<file path="src/rtl/ddarc_pkg.sv">
// ----------------------------------------------------------------------------
// DDA ray caster package
// Shared constants, datapath command codes and the command and status structs.
// ----------------------------------------------------------------------------
package ddarc_pkg;

  localparam int MapSize      = 64;
  localparam int MapAw        = 12;
  localparam int ScreenWidth  = 320;
  localparam int ScreenHeight = 240;
  localparam int MaxSteps     = 128;
  localparam int HalfHeight   = ScreenHeight / 2;

  // Camera coordinate scale: (column << 17) / ScreenWidth is taken as
  // (column * CamRecip) >> CamShift, exact over the whole column range.
  localparam int CamShift = 13;
  localparam int CamRecip = ((1 << (17 + CamShift)) + ScreenWidth - 1) / ScreenWidth;

  localparam int NumW  = 33;
  localparam int DenW  = 24;
  localparam int RayW  = 20;
  localparam int SideW = 48;

  // Configuration register indexes.
  localparam logic [2:0] RegPosX   = 3'd0;
  localparam logic [2:0] RegPosY   = 3'd1;
  localparam logic [2:0] RegDirX   = 3'd2;
  localparam logic [2:0] RegDirY   = 3'd3;
  localparam logic [2:0] RegPlaneX = 3'd4;
  localparam logic [2:0] RegPlaneY = 3'd5;

  typedef enum logic [3:0] {
    OP_NONE,
    OP_CLEAR,
    OP_WRITE,
    OP_LOAD,
    OP_RAY_MUL,
    OP_RAY_ADD,
    OP_DX_START,
    OP_DX_TAKE,
    OP_DY_TAKE,
    OP_SIDE,
    OP_STEP,
    OP_PERP,
    OP_WALL,
    OP_TEX,
    OP_EMIT_HIT,
    OP_EMIT_MISS
  } op_t;

  typedef struct packed {
    op_t op;
  } cmd_t;

  typedef struct packed {
    logic div_done;
    logic clear_last;
    logic wall_found;
    logic escaped;
  } status_t;

endpackage

</file>
<file path="src/rtl/ddarc_ctrl.sv">
// ----------------------------------------------------------------------------
// DDA ray caster controller
// Sequences the map clearing pass, cell writes and the phases of one cast.
// ----------------------------------------------------------------------------
module ddarc_ctrl (
  input  logic               clk,
  input  logic               rst,
  input  logic               start,
  input  logic               func,
  input  ddarc_pkg::status_t status,
  output ddarc_pkg::cmd_t    cmd,
  output logic               busy
);
  import ddarc_pkg::*;

  typedef enum logic [3:0] {
    S_CLEAR, S_IDLE, S_RAY_MUL, S_RAY_ADD, S_DX_START, S_DX_WAIT,
    S_DY_WAIT, S_SIDE, S_STEP, S_LOOK, S_PERP, S_WALL, S_TEX, S_LH_WAIT
  } state_t;

  state_t state, state_next;

  always_comb begin
    state_next = state;
    cmd.op     = OP_NONE;
    case (state)
      S_CLEAR: begin
        cmd.op = OP_CLEAR;
        if (status.clear_last) state_next = S_IDLE;
      end
      S_IDLE: begin
        if (start) begin
          if (func) begin
            cmd.op     = OP_LOAD;
            state_next = S_RAY_MUL;
          end else begin
            cmd.op = OP_WRITE;
          end
        end
      end
      S_RAY_MUL: begin
        cmd.op     = OP_RAY_MUL;
        state_next = S_RAY_ADD;
      end
      S_RAY_ADD: begin
        cmd.op     = OP_RAY_ADD;
        state_next = S_DX_START;
      end
      S_DX_START: begin
        cmd.op     = OP_DX_START;
        state_next = S_DX_WAIT;
      end
      S_DX_WAIT: if (status.div_done) begin
        cmd.op     = OP_DX_TAKE;
        state_next = S_DY_WAIT;
      end
      S_DY_WAIT: if (status.div_done) begin
        cmd.op     = OP_DY_TAKE;
        state_next = S_SIDE;
      end
      S_SIDE: begin
        cmd.op     = OP_SIDE;
        state_next = S_STEP;
      end
      S_STEP: begin
        cmd.op     = OP_STEP;
        state_next = S_LOOK;
      end
      S_LOOK: begin
        if (status.wall_found) begin
          state_next = S_PERP;
        end else if (status.escaped) begin
          cmd.op     = OP_EMIT_MISS;
          state_next = S_IDLE;
        end else begin
          state_next = S_STEP;
        end
      end
      S_PERP: begin
        cmd.op     = OP_PERP;
        state_next = S_WALL;
      end
      S_WALL: begin
        cmd.op     = OP_WALL;
        state_next = S_TEX;
      end
      S_TEX: begin
        cmd.op     = OP_TEX;
        state_next = S_LH_WAIT;
      end
      S_LH_WAIT: if (status.div_done) begin
        cmd.op     = OP_EMIT_HIT;
        state_next = S_IDLE;
      end
      default: state_next = S_IDLE;
    endcase
  end

  always_ff @(posedge clk) begin
    if (rst) begin
      state <= S_CLEAR;
      busy  <= 1'b1;
    end else begin
      state <= state_next;
      busy  <= state_next != S_IDLE;
    end
  end

endmodule

</file>
<file path="config.mk">
export PLATFORM = sky130hd
export DESIGN_NAME = ddarc_ctrl
export DESIGN_NICKNAME = d
export VERILOG_FILES = /design/src/rtl/ddarc_pkg.sv /design/src/rtl/ddarc_ctrl.sv
export SDC_FILE = /design/constraint.sdc
export NUM_CORES = 1
export LEC_CHECK = 0
export BUFFER_PORTS_ARGS = -buffer_cell sky130_fd_sc_hd__buf_2
export CORE_AREA = 2 2 39 41
export CTS_CLUSTER_SIZE = 10
export DETAILED_ROUTE_END_ITERATION = 7
export DIE_AREA = 0 0 41 43
export HOLD_SLACK_MARGIN = 0.05
export SYNTH_ARGS = -nofsm -noshare
export SYNTH_HDL_FRONTEND = slang
export SYNTH_SLANG_ARGS = --single-unit
export TNS_END_PERCENT = 1
</file>
<file path="constraint.sdc">
create_clock -name clk -period 1.9 [get_ports clk]
set_clock_uncertainty 0.2 [all_clocks]
set_input_delay 0.095 -clock clk [delete_from_list [all_inputs] [get_ports clk]]
set_output_delay 0.095 -clock clk [all_outputs]
set_load 0.02 [all_outputs]
</file>
==> results of run 1 <==
## critical path, delay by kind of cell, from the launching register on
kind / cells / cell delay, ps
buffers and inverters: 2 / 350
flip-flops: 1 / 400
AO/OA/AOI/OAI: 1 / 210
AND/OR/NAND/NOR: 2 / 290
## sequential cells by signal, summed over array words and instances (netlist names)
| register | count |
|---|---|
| state | 4 |
| busy | 1 |
## what timing repair did
action                     in CTS  in global routing
pin swaps                       0                  0
setup endpoints to repair       2                  3
gates resized for setup         1                  3
hold endpoints to repair        5                  0
hold buffers                    1                  0
## worst max-delay path by stage
| stage | start | endpoint | depth (start not counted) |
|---|---|---|---|
| 6_report | state[1] | cmd[1] | 5 |
| 4_1_cts | state[1] | cmd[1] | 5 |
| 3_5_place_dp | state[1] | busy | 5 |
| 5_1_grt | state[1] | cmd[1] | 5 |
| 3_3_place_gp | state[1] | busy | 5 |
| 2_1_floorplan | state[0] | cmd[3] | 5 |
## cell families after synthesis
family | Yosys count | share of synthesized area (%)
AO/OA/AOI/OAI | 28 | 33.98
flip-flops | 5 | 19.28
multiplexers | 1 | 1.928
AND/OR/NAND/NOR | 31 | 35.18
buffers and inverters | 9 | 9.637
## routing by layer
metal  vias to the layer above  GRT usage, %
li1                        305             -
met3                         0         1.571
met1                       254         25.48
met2                        17         20.63
met5                         -             0
met4                         0         8.000
## layout make-up
cell class,count,area [sq um],area share (%)
timing repair buffer,18,107.6,16.76
clock buffer,4,26.28,4.094
multi-input combinational,60,375.4,58.48
inverter,2,7.507,1.170
sequential,5,105.1,16.37
tap,16,20.02,3.119
## where the power goes
part	internal, uW	switching [uW]
clock	79.4	43.0
combinational	97.5	119
sequential	122	26.1
## stage by stage
| stage | hold WS, ps | cell area [sq um] | cells |
|---|---|---|---|
| after detailed placement | 126.3 | 594.3 | 100 |
| after floorplan | -35.93 | 519.2 | 74 |
| after global routing | 69.45 | 641.9 | 105 |
| final | 51.15 | 641.9 | 105 |
| after CTS | 51.99 | 631.9 | 105 |
| after global placement | 120.1 | 594.3 | 100 |
## Yosys cell counts (all sizes together)
cell type / number
or2b: 1
dfxtp: 5
o22ai: 2
inv: 2
nor2b: 1
a221oi: 1
nand2b: 2
nor4bb: 1
a21oi: 9
a31oi: 1
buf: 6
a32oi: 1
nand2: 8
o211ai: 1
a21o: 1
nand4b: 2
a211oi: 4
clkbuf: 1
mux2i: 1
o21ai: 7
nor3b: 2
nand3: 4
nor2: 7
nand3b: 1
or2: 1
o32ai: 1
nor3: 1
==> qor.yml, run 1 <==
grt:
  grt_pass1_wl_mm: 1.994
  overflow: 0
  grt_pass1_vias: 468
  grt_max_degree: 21
  grt_use_total_pct: 16.08
  grt_antenna_before_repair: 0
critical_path:
  worstReg2RegStart: "state[1]"
  critical_path_class: "reg -> out"
  slowest_delay_ps: 400
  path_cells: "buf_4 > nor3b_4 > nor2b_2 > o32ai_1 > buf_2"
  crit_fanout: 20
  slowest_stage: "dfxtp_4"
  worst_r2r_endpoint: "busy"
  r2r_slack_ps: 340
  r2r_cells: 5
  required_ps: 1600
  crit_path_start_kind: "flop"
  worstPathArrival_ps: 1500
  endpoint_kind: "output pin"
hold_path:
  hold_start: "status[2]"
  min_path_type: "in -> reg"
  min_path_cells: 3
  whs_endpoint: "state[0]"
sta:
  finalHoldViolations: 0
  fin_tns_setup_ps: 0
  maxSlewHeadroom_pct: 69.07
  min_period_ps: 1793
  grt_setup_unrepaired: "no"
  timing.final.crit_share_pct: 94.36
  finalSetupViolCount: 0
  worst-slew-pin-transition_ps: 463.3
  finalMaxSlewViolations: 0
  fmax_mhz: 557.8
  fin_ws_ps: 107.1
detailed_routing:
  drt_pass1_iterations: 4
  met1_length_um: 634
  wl_met2_um: 556
  drc: 0
  totalWireLength_mm: 1.247
  first_iter_violations: 16
  vias: 576
  wl_per_cell_um: 11.88
  viasPerCell: 5.486
  postRouteAntennaNets: 0
  top_layer_used: "met3"
  dr_wl_met3_um: 56
clock_network:
  insertion_delay_ps: 240
  clock_sinks: 5
  numCtsBuffers: 3
  cts_setup_buffers: 0
  path_clk_slew_ps: 40
  cts_tree: "done"
  clockBufferDepth: 2
  htreeDepth: 1
  cts_root_buf: "clkbuf_4"
finish:
  drive_gt1_share_pct: 31.46
  antenna_cells: 0
  final_util_pct: 46.38
  mostFrequentLayoutCells: "12 x buf_2, 9 x a21oi_1, 8 x nand2_1"
  fillers: 150
  area_growth_pct: 23.61
  layout_commonest_cell: "buf_2"
  nets: 98
floorplanning:
  die_h_um: 43
  fp.dieArea_sq_um: 1763
  row_count: 14
  core_sq_um: 1384
  io_pins: 13
  die_w_um: 41
  initial_core_util_pct: 37.52
synthesis:
  ys_seq_area_share_pct: 19.28
  syn_inst: 74
  synthesis.nets: 82
  yosys-top-cells-area: "dfxtp_1 19%, a21oi_1 8.7%, a211oi_1 5.8%, nand2_1 5.8%, nor2_1 5.1%"
  synth_cell_types: 32
  ys_seq_elements: 5
  synth_area_leader_cell: "dfxtp_1"
  syn_avg_cell_area_sq_um: 7.017
  syn_area_sq_um: 519.2
  synth_top_cell_area_share_pct: 19.28
  ys_warn_count: 0
run_status:
  status: "finished, final reports clean"
placement:
  place_congestion: 0.7784
  dpl.hpwl_um: 863.4
  dpl_worst_slack_ps: 197.1
  portBuffers: 12
pwr:
  cellPowerDensity_nw_per_um2: 759.9
  power_uw: 487.8
  power.leakage_uw: 0.0002556
  ir_drop_uv: 412.1
job:
  cap_violations: 0
(Power assumes the default switching activity.)
==> run 2, diff against run 1 <==
- RECOVER_POWER: default -> 50
==> qor.yml, run 2 (synthesis results as in run 1) <==
clock_network:
  htreeDepth: 1
  path_clk_slew_ps: 50
  clockBufferDepth: 2
  cts_root_buf: "clkbuf_4"
  cts_tree: "done"
  insertion_delay_ps: 240
  numCtsBuffers: 3
  clock_sinks: 5
  cts_setup_buffers: 0
critical_path:
  slowest_stage: "dfxtp_4"
  crit_fanout: 20
  crit_buf_inv: 2
  endpoint_kind: "output pin"
  worst_r2r_endpoint: "busy"
  required_ps: 1600
  worstPathArrival_ps: 1490
  worstReg2RegStart: "state[1]"
  slowest_delay_ps: 400
  r2r_slack_ps: 270
  cp_top_family: "flip-flops"
  crit_path_start_kind: "flop"
  path_cells: "buf_4 > nor3b_4 > nor2b_2 > o32ai_1 > buf_2"
  critical_path_class: "reg -> out"
  r2r_cells: 5
  critPathLaunch: "state[1]"
finish:
  drive_gt1_share_pct: 29.21
  largest_register_ffs: 4
  nets: 98
  largest-register: "state"
  layout_commonest_cell: "buf_2"
  antenna_cells: 0
  reg.largest.list: "state x4, busy x1"
  design_area_sq_um: 634.4
  mostFrequentLayoutCells: "11 x buf_2, 9 x a21oi_1, 8 x nand2_1"
  area_growth_pct: 22.17
  fillers: 151
floorplanning:
  row_count: 14
  fp.dieArea_sq_um: 1763
  die_w_um: 41
  core_sq_um: 1384
  initial_core_util_pct: 37.52
  io_pins: 13
  die_h_um: 43
hold_path:
  min_path_cells: 3
  min_path_type: "in -> reg"
  whs_endpoint: "state[0]"
  hold_start: "status[2]"
detailed_routing:
  drc: 0
  drt_pass1_iterations: 4
  first_iter_violations: 16
  postRouteAntennaNets: 0
  wl_per_cell_um: 11.96
  vias: 573
  totalWireLength_mm: 1.256
  viasPerCell: 5.457
placement:
  place_area_sq_um: 594.3
  portBuffers: 12
  place_congestion: 0.7784
  dpl.hpwl_um: 863.4
sta:
  maxSlewHeadroom_pct: 69.64
  timing.final.crit_share_pct: 94.09
  finalHoldViolations: 0
  fin_tns_setup_ps: 0
  worst-slew-pin-transition_ps: 454.8
  fmax_mhz: 559.4
  grt_setup_unrepaired: "no"
  finalMaxSlewViolations: 0
  finalSetupViolCount: 0
  min_period_ps: 1788
grt:
  grt_pass1_vias: 468
  grt_use_total_pct: 16.08
  grt_antenna_before_repair: 0
  grt_pass1_wl_mm: 1.994
  overflow: 0
  grt_max_degree: 21
run_status:
  status: "finished, final reports clean"
pwr:
  power.leakage_uw: 0.0002515
  cellPowerDensity_nw_per_um2: 761.4
  ir_drop_uv: 413.9
job:
  cap_violations: 0
==> run 2: worst register-to-register path: stages, from the launching register on <==
cell,delay (ps)
dfxtp_4,400
buf_4,150
nor3b_4,210
nor2b_2,80
a221oi_1,340
nand3_1,120
==> run 2: worst max path at each step <==
stage / depth (start not counted) / end
after global placement: 5 / busy
after floorplan: 5 / cmd[3]
after detailed placement: 5 / busy
after global routing: 5 / cmd[1]
after CTS: 5 / cmd[1]
final: 5 / cmd[1]
==> run 2: power by group <==
part	switching [uW]	internal (uW)	leakage (uW)
clock network	43.4	79.4	0.0000150
logic	117	94.5	0.000194
registers	26.2	122	0.0000423
total	187	296	0.000251
==> run 2: metrics by stage <==
stage / total power (uW) / utilization, % / setup WS (ps) / hold WS, ps / instances
2_1_floorplan: 310.3 / - / 220.2 / -35.93 / 74
3_3_place_gp: 363.4 / 42.95 / 202.2 / 120.1 / 100
3_5_place_dp: 362.2 / 42.95 / 197.1 / 126.3 / 100
4_1_cts: 489.6 / 45.66 / 65.30 / 51.99 / 105
5_1_grt: 518.5 / 45.84 / 14.09 / 72.87 / 105
6_report: 483.0 / 45.84 / 112.3 / 49.10 / 105
==> run 2: what timing repair did <==
action	4_1_cts	5_1_grt
hold endpoints to repair	5	0
setup endpoints to repair	2	3
resized for setup	1	3
hold buffers	1	0
pin swaps	0	0
==> run 2: per-layer routing <==
| layer | wire [um] | share of wire [%] | vias to the layer above | track usage, % |
|---|---|---|---|---|
| met5 | 0 | 0 | - | 0 |
| met2 | 565 | 45 | 15 | 20.63 |
| met1 | 637 | 51 | 254 | 25.48 |
| met4 | 0 | 0 | 0 | 8.000 |
| met3 | 53 | 4.2 | 0 | 1.571 |
| li1 | - | - | 304 | - |
==> run 2: cell type report <==
| type | count | area [sq um] | share of cell area (%) |
|---|---|---|---|
| multi-input cells | 60 | 369.1 | 58.19 |
| repair buffers | 18 | 106.4 | 16.77 |
| flip-flops and latches | 5 | 105.1 | 16.57 |
| clock buffers | 4 | 26.28 | 4.142 |
| well taps | 16 | 20.02 | 3.156 |
| inverters | 2 | 7.507 | 1.183 |
